**src/wmf_pkg.sv**
```systemverilog
`timescale 1ns / 1ps
`default_nettype none
// ---------------------------------------------------------------------------
// wmf_pkg
// Shared constants, types and register indexes of the window median filter.
// ---------------------------------------------------------------------------
package wmf_pkg;

   localparam int WINDOW      = 5;
   localparam int MAX_WIDTH   = 1024;
   localparam int HALF        = ((WINDOW - 3) / 2) + 1;
   localparam int SPAN        = 2 * HALF + 1;
   localparam int AREA        = SPAN * SPAN;
   localparam int RANK        = AREA / 2;
   localparam int ADDR_W      = $clog2(MAX_WIDTH);
   localparam int WID_W       = $clog2(MAX_WIDTH + 1);
   localparam int DIM_W       = 11;
   localparam int ROW_W       = 12;
   localparam int RANK_W      = $clog2(AREA);
   localparam int J_W         = $clog2(HALF + 1);
   localparam int PIPE_STAGES = 5;
   localparam int FIFO_DEPTH  = 2 ** $clog2(2 * (PIPE_STAGES + 2 * HALF + 1));
   localparam int FIFO_AW     = $clog2(FIFO_DEPTH);
   localparam int CSR_INDEX_W = 8;

   localparam logic [CSR_INDEX_W-1:0] CSR_FRAME_WIDTH  = 8'd0;
   localparam logic [CSR_INDEX_W-1:0] CSR_FRAME_HEIGHT = 8'd1;
   localparam logic [DIM_W-1:0]       RESET_WIDTH      = 11'd320;
   localparam logic [DIM_W-1:0]       RESET_HEIGHT     = 11'd240;

   typedef logic [7:0]                  pixel_type;
   typedef logic [SPAN-1:0][7:0]        col_type;
   typedef logic [SPAN-2:0][7:0]        store_type;
   typedef logic [AREA-1:0][7:0]        win_type;

   typedef struct packed {
      logic valid;
      logic emit;
      logic last;
      logic fend;
   } meta_type;

   typedef struct packed {
      pixel_type median;
      logic      run_last;
      logic      frame_end;
   } result_type;

endpackage

`default_nettype wire

```
**src/wmf_cell.sv**
```systemverilog
`timescale 1ns / 1ps
`default_nettype none
// ---------------------------------------------------------------------------
// wmf_cell
// One window column; shifts to its neighbor, clears at row start.
// ---------------------------------------------------------------------------
module wmf_cell import wmf_pkg::*; (
   input  wire logic    clock,
   input  wire logic    shift,
   input  wire logic    clear,
   input  wire col_type col_prev,
   output col_type      col_out
);

   col_type col_ff;

   always_ff @(posedge clock) begin
      if (shift) begin
         col_ff <= clear ? '0 : col_prev;
      end
   end

   assign col_out = col_ff;

endmodule

`default_nettype wire

```
**config.mk**
```make
export PLATFORM = sky130hd
export DESIGN_NAME = wmf_cell
export DESIGN_NICKNAME = d
export VERILOG_FILES = /design/src/wmf_pkg.sv /design/src/wmf_cell.sv
export SDC_FILE = /design/constraint.sdc
export NUM_CORES = 1
export LEC_CHECK = 0
export ABC_AREA = 1
export BUFFER_PORTS_ARGS = -buffer_cell sky130_fd_sc_hd__buf_2
export CAP_MARGIN = 10
export CORE_MARGIN = 1.5
export CORE_UTILIZATION = 35
export DETAILED_ROUTE_END_ITERATION = 6
export PLACE_DENSITY = 0.68
export SYNTH_ARGS = -nofsm -noshare
export SYNTH_HDL_FRONTEND = slang
export SYNTH_SLANG_ARGS = --single-unit
```
**constraint.sdc**
```tcl
create_clock -name clock -period 1 [get_ports clock]
set_input_delay 0.05 -clock clock [delete_from_list [all_inputs] [get_ports clock]]
set_output_delay 0.05 -clock clock [all_outputs]
set_load 0.005 [all_outputs]
```
# Word level (Yosys, flattened, before mapping)
# Index checks and enable logic that the tools add are counted.
[totals] ff_bits=40 in_bits=43 output_inout_bits=40 elab_cells=5

# Longest topological paths before layout
[logic_depth] depth_word=0 ltp_mapped=2 depth_no_buf=2

# Least setup slack after synthesis
# No wires, ideal clock.
[synth_path] kind="input to register" start="in clear" end="reg col_ff, in the netlist col_out[0] (data pin)" setup_ps=252 arrival_ps=187 required_ps=748 slack_ps=561 path_stages=2 path_buffers=1 cell_sequence="buf_6 > nor2_1"
[synth_lines] element="start: declaration" line="wmf_cell.sv:10" text="input wire logic clear,"
[synth_lines] element="end signal: assignment" line="wmf_cell.sv:19" text="col_ff <= clear ? '0 : col_prev;"
[synth_lines] element="end: declaration" line="wmf_cell.sv:15" text="col_type col_ff;"
# No word-level cell between the ends.

# Final worst setup path
[layout_path] start="reg col_ff, in the netlist col_out[6]" end="out col_out[6] in the netlist's numbering"
[layout_lines] element="end: declaration" line="wmf_cell.sv:12" text="output col_type col_out"
# No word-level cell between the ends.

==> impl_metrics.env <==
export IMPL_core_um2=4120
export IMPL_cts_buffers=5
export IMPL_post_synth_num_cell_types=4
export IMPL_critPathCaptureType="output port"
export IMPL_fp_dieArea_um2=4830
export IMPL_cts_root_to_sink_buffers=2
export IMPL_syn_cell_area_um2=1550
export IMPL_max_stage_delay_ps=380
export IMPL_post_dp_cell_area_um2=2010
export IMPL_drcViolationCount=0
export IMPL_final_weighted_congestion_of_routability_driven_global_placement=0.691
export IMPL_synthTopCellsByArea="edfxtp_1 (78%), inv_1 (9.7%), nor2_1 (9.7%)"
export IMPL_timing_critical_path_cells="buf_2"
export IMPL_worstPathArrival_ps=790
export IMPL_max_cap_violations=0
export IMPL_final_setup_viol_count=0
export IMPL_n_antenna_cell=0
export IMPL_cts_htree_levels=2
export IMPL_yosys_top_cells_count="edfxtp_1 (40), inv_1 (40), nor2_1 (40), buf_6 (4)"
export IMPL_largest_reg_flops=40
export IMPL_multi_input_area_um2=150
export IMPL_worst_setup_hold_path_clk_slew_ps=70
export IMPL_port_buffers=82
export IMPL_dieHeight_um=69.5
export IMPL_rsz0062_at_grt="false"
export IMPL_synthDominantCellAreaShare_pct=77.7
export IMPL_highest_attainable_clock_frequency_ghz=1.19
export IMPL_cts_setup_buffers=0
export IMPL_crit_required_ps=950
export IMPL_finalCritPeriodShare_pct=84.3
export IMPL_type_of_the_most_critical_hold_path="input pin to register"
export IMPL_grt_pass1_vias=994
export IMPL_io_pins=83
export IMPL_worst_slew_pin_transition_ps=210
export IMPL_mappedNetlistNets=167
export IMPL_worstPathBufferInverterCount=1
export IMPL_dp_worst_setup_slack_ps=291
export IMPL_yosys_register_bits=40
export IMPL_ys_seq_area_share_pct=77.7
export IMPL_cts_sinks=40
export IMPL_timing_critical_path_from_type="register"
export IMPL_worst_slew_margin_rel_pct=86.0
export IMPL_power_density_nw_per_um2=1600
export IMPL_layout_area_overhead_vs_synth_pct=35.4
export IMPL_fill_cells=389
export IMPL_setup_ws_ps=157
export IMPL_cts_tree="yes"
export IMPL_slew_viol_final=0
export IMPL_status="complete, no violations"
export IMPL_netlist_top_cell_by_area="edfxtp_1"
export IMPL_firstDrtPassIters=4
export IMPL_synth_warnings=0
export IMPL_pin_count_of_the_biggest_net_entering_global_routing=41
export IMPL_grt_first_pass_wirelength_um=4490
export IMPL_irDropWorstVdd_mv=0.591
export IMPL_avg_cell_area_syn_um2=12.5
export IMPL_finish_cell_count_without_fillers=262
export IMPL_synth_main_ff_cell="edfxtp_1"
export IMPL_totalWireLength_um=2810
export IMPL_post_cts_resized_instances=0
export IMPL_antenna_found_initial=0
export IMPL_worstSetupPathType="register to output port"
export IMPL_fp_dieW_um=69.5
export IMPL_design_final_nets=254
export IMPL_synth_enable_flop_cells=40
export IMPL_antenna_violating_nets_post_route=0
export IMPL_final_hpwl_dp_um=2030
export IMPL_final_area_um2=2090
export IMPL_row_count=23
export IMPL_drt_first_iter_violations=90
export IMPL_routed_via_count=1054
export IMPL_clk_root_buffer_cell="clkbuf_8"
export IMPL_initial_utilization_pct=37.6
export IMPL_holdBufCountCts=0
export IMPL_totalNegativeSetupSlack_ps=0
export IMPL_hold_violations=0
export IMPL_worst_hold_slack_ps=49.3
export IMPL_overflow=0
export IMPL_global_route_usage_total_pct=12.2
export IMPL_avgViaCountPerCell=4.02
export IMPL_placed_cells=254
export IMPL_crit_fanout=1
export IMPL_fraction_of_layout_instances_using_a_drive_strength_above_1_pct=42.0
export IMPL_crit_path_top_delay_cell="edfxtp_1"
export IMPL_netlist_instances=124
export IMPL_share_of_synthesized_flip_flops_with_an_asynchronous_set_or_reset_pct=0
export IMPL_routed_wire_length_per_instance_um=10.7
export IMPL_power_static_leakage_nw=1.06
export IMPL_finalCriticalPeriod_ps=843
export IMPL_layout_area_seq_um2=1200
export IMPL_top_delay_family_on_crit_path="flip-flops"
[final timing paths]
kind	end	start	slack (ps)	cells past startpoint
hold / removal	col_out[13]	col_prev[13]	50	3
setup / recovery	col_out[6]	col_out[6]	160	1
[placed cells by master (no fill, tap or decap)]
cell,n
buf_2,82
clkinv_1,1
buf_12,2
nor2_1,40
clkbuf_1,2
clkbuf_8,5
inv_1,40
edfxtp_1,40
[through the flow]
step                      utilization [%]  power, mW
after detailed placement             49.0       2.43
after global routing                 50.9       3.52
after floorplan                         -       2.17
after CTS                            50.9       3.40
final                                50.9       3.34
after global placement               49.0       2.42
[where the power goes]
group / leakage, nW / switching (mW) / total, mW / internal (mW)
Sequential: 0.386 / 0.0287 / 2.02 / 1.99
Clock: 0.0399 / 0.477 / 0.962 / 0.485
Combinational: 0.633 / 0.177 / 0.360 / 0.183
Total: 1.06 / 0.683 / 3.34 / 2.66
[cell type report]
cell class,count,share of cell area (%)
clock buffers,7,3.64
clock inverters,1,0.179
flip-flops and latches,40,57.3
inverters,40,7.17
multi-input cells,40,7.17
repair buffers,84,21.5
well taps,50,2.99
[kinds of logic (layout without fill, tap and decap cells)]
logic type | count (synthesis) | after routing | share of synthesized area, %
simple gates | 40 | 40 | 9.71
buf+inv | 44 | 132 | 12.6
flops | 40 | 40 | 77.7
[layer usage]
| metal | vias to the layer above | global-route usage, % | part of all wire [%] |
|---|---|---|---|
| met5 | - | 0 | 0 |
| met4 | 0 | 5.88 | 0.96 |
| met3 | 2 | 5.23 | 8.1 |
| met2 | 47 | 22.5 | 55 |
| met1 | 461 | 11.5 | 36 |
| li1 | 544 | - | - |
No activity file was read; power rests on OpenSTA's default activity.
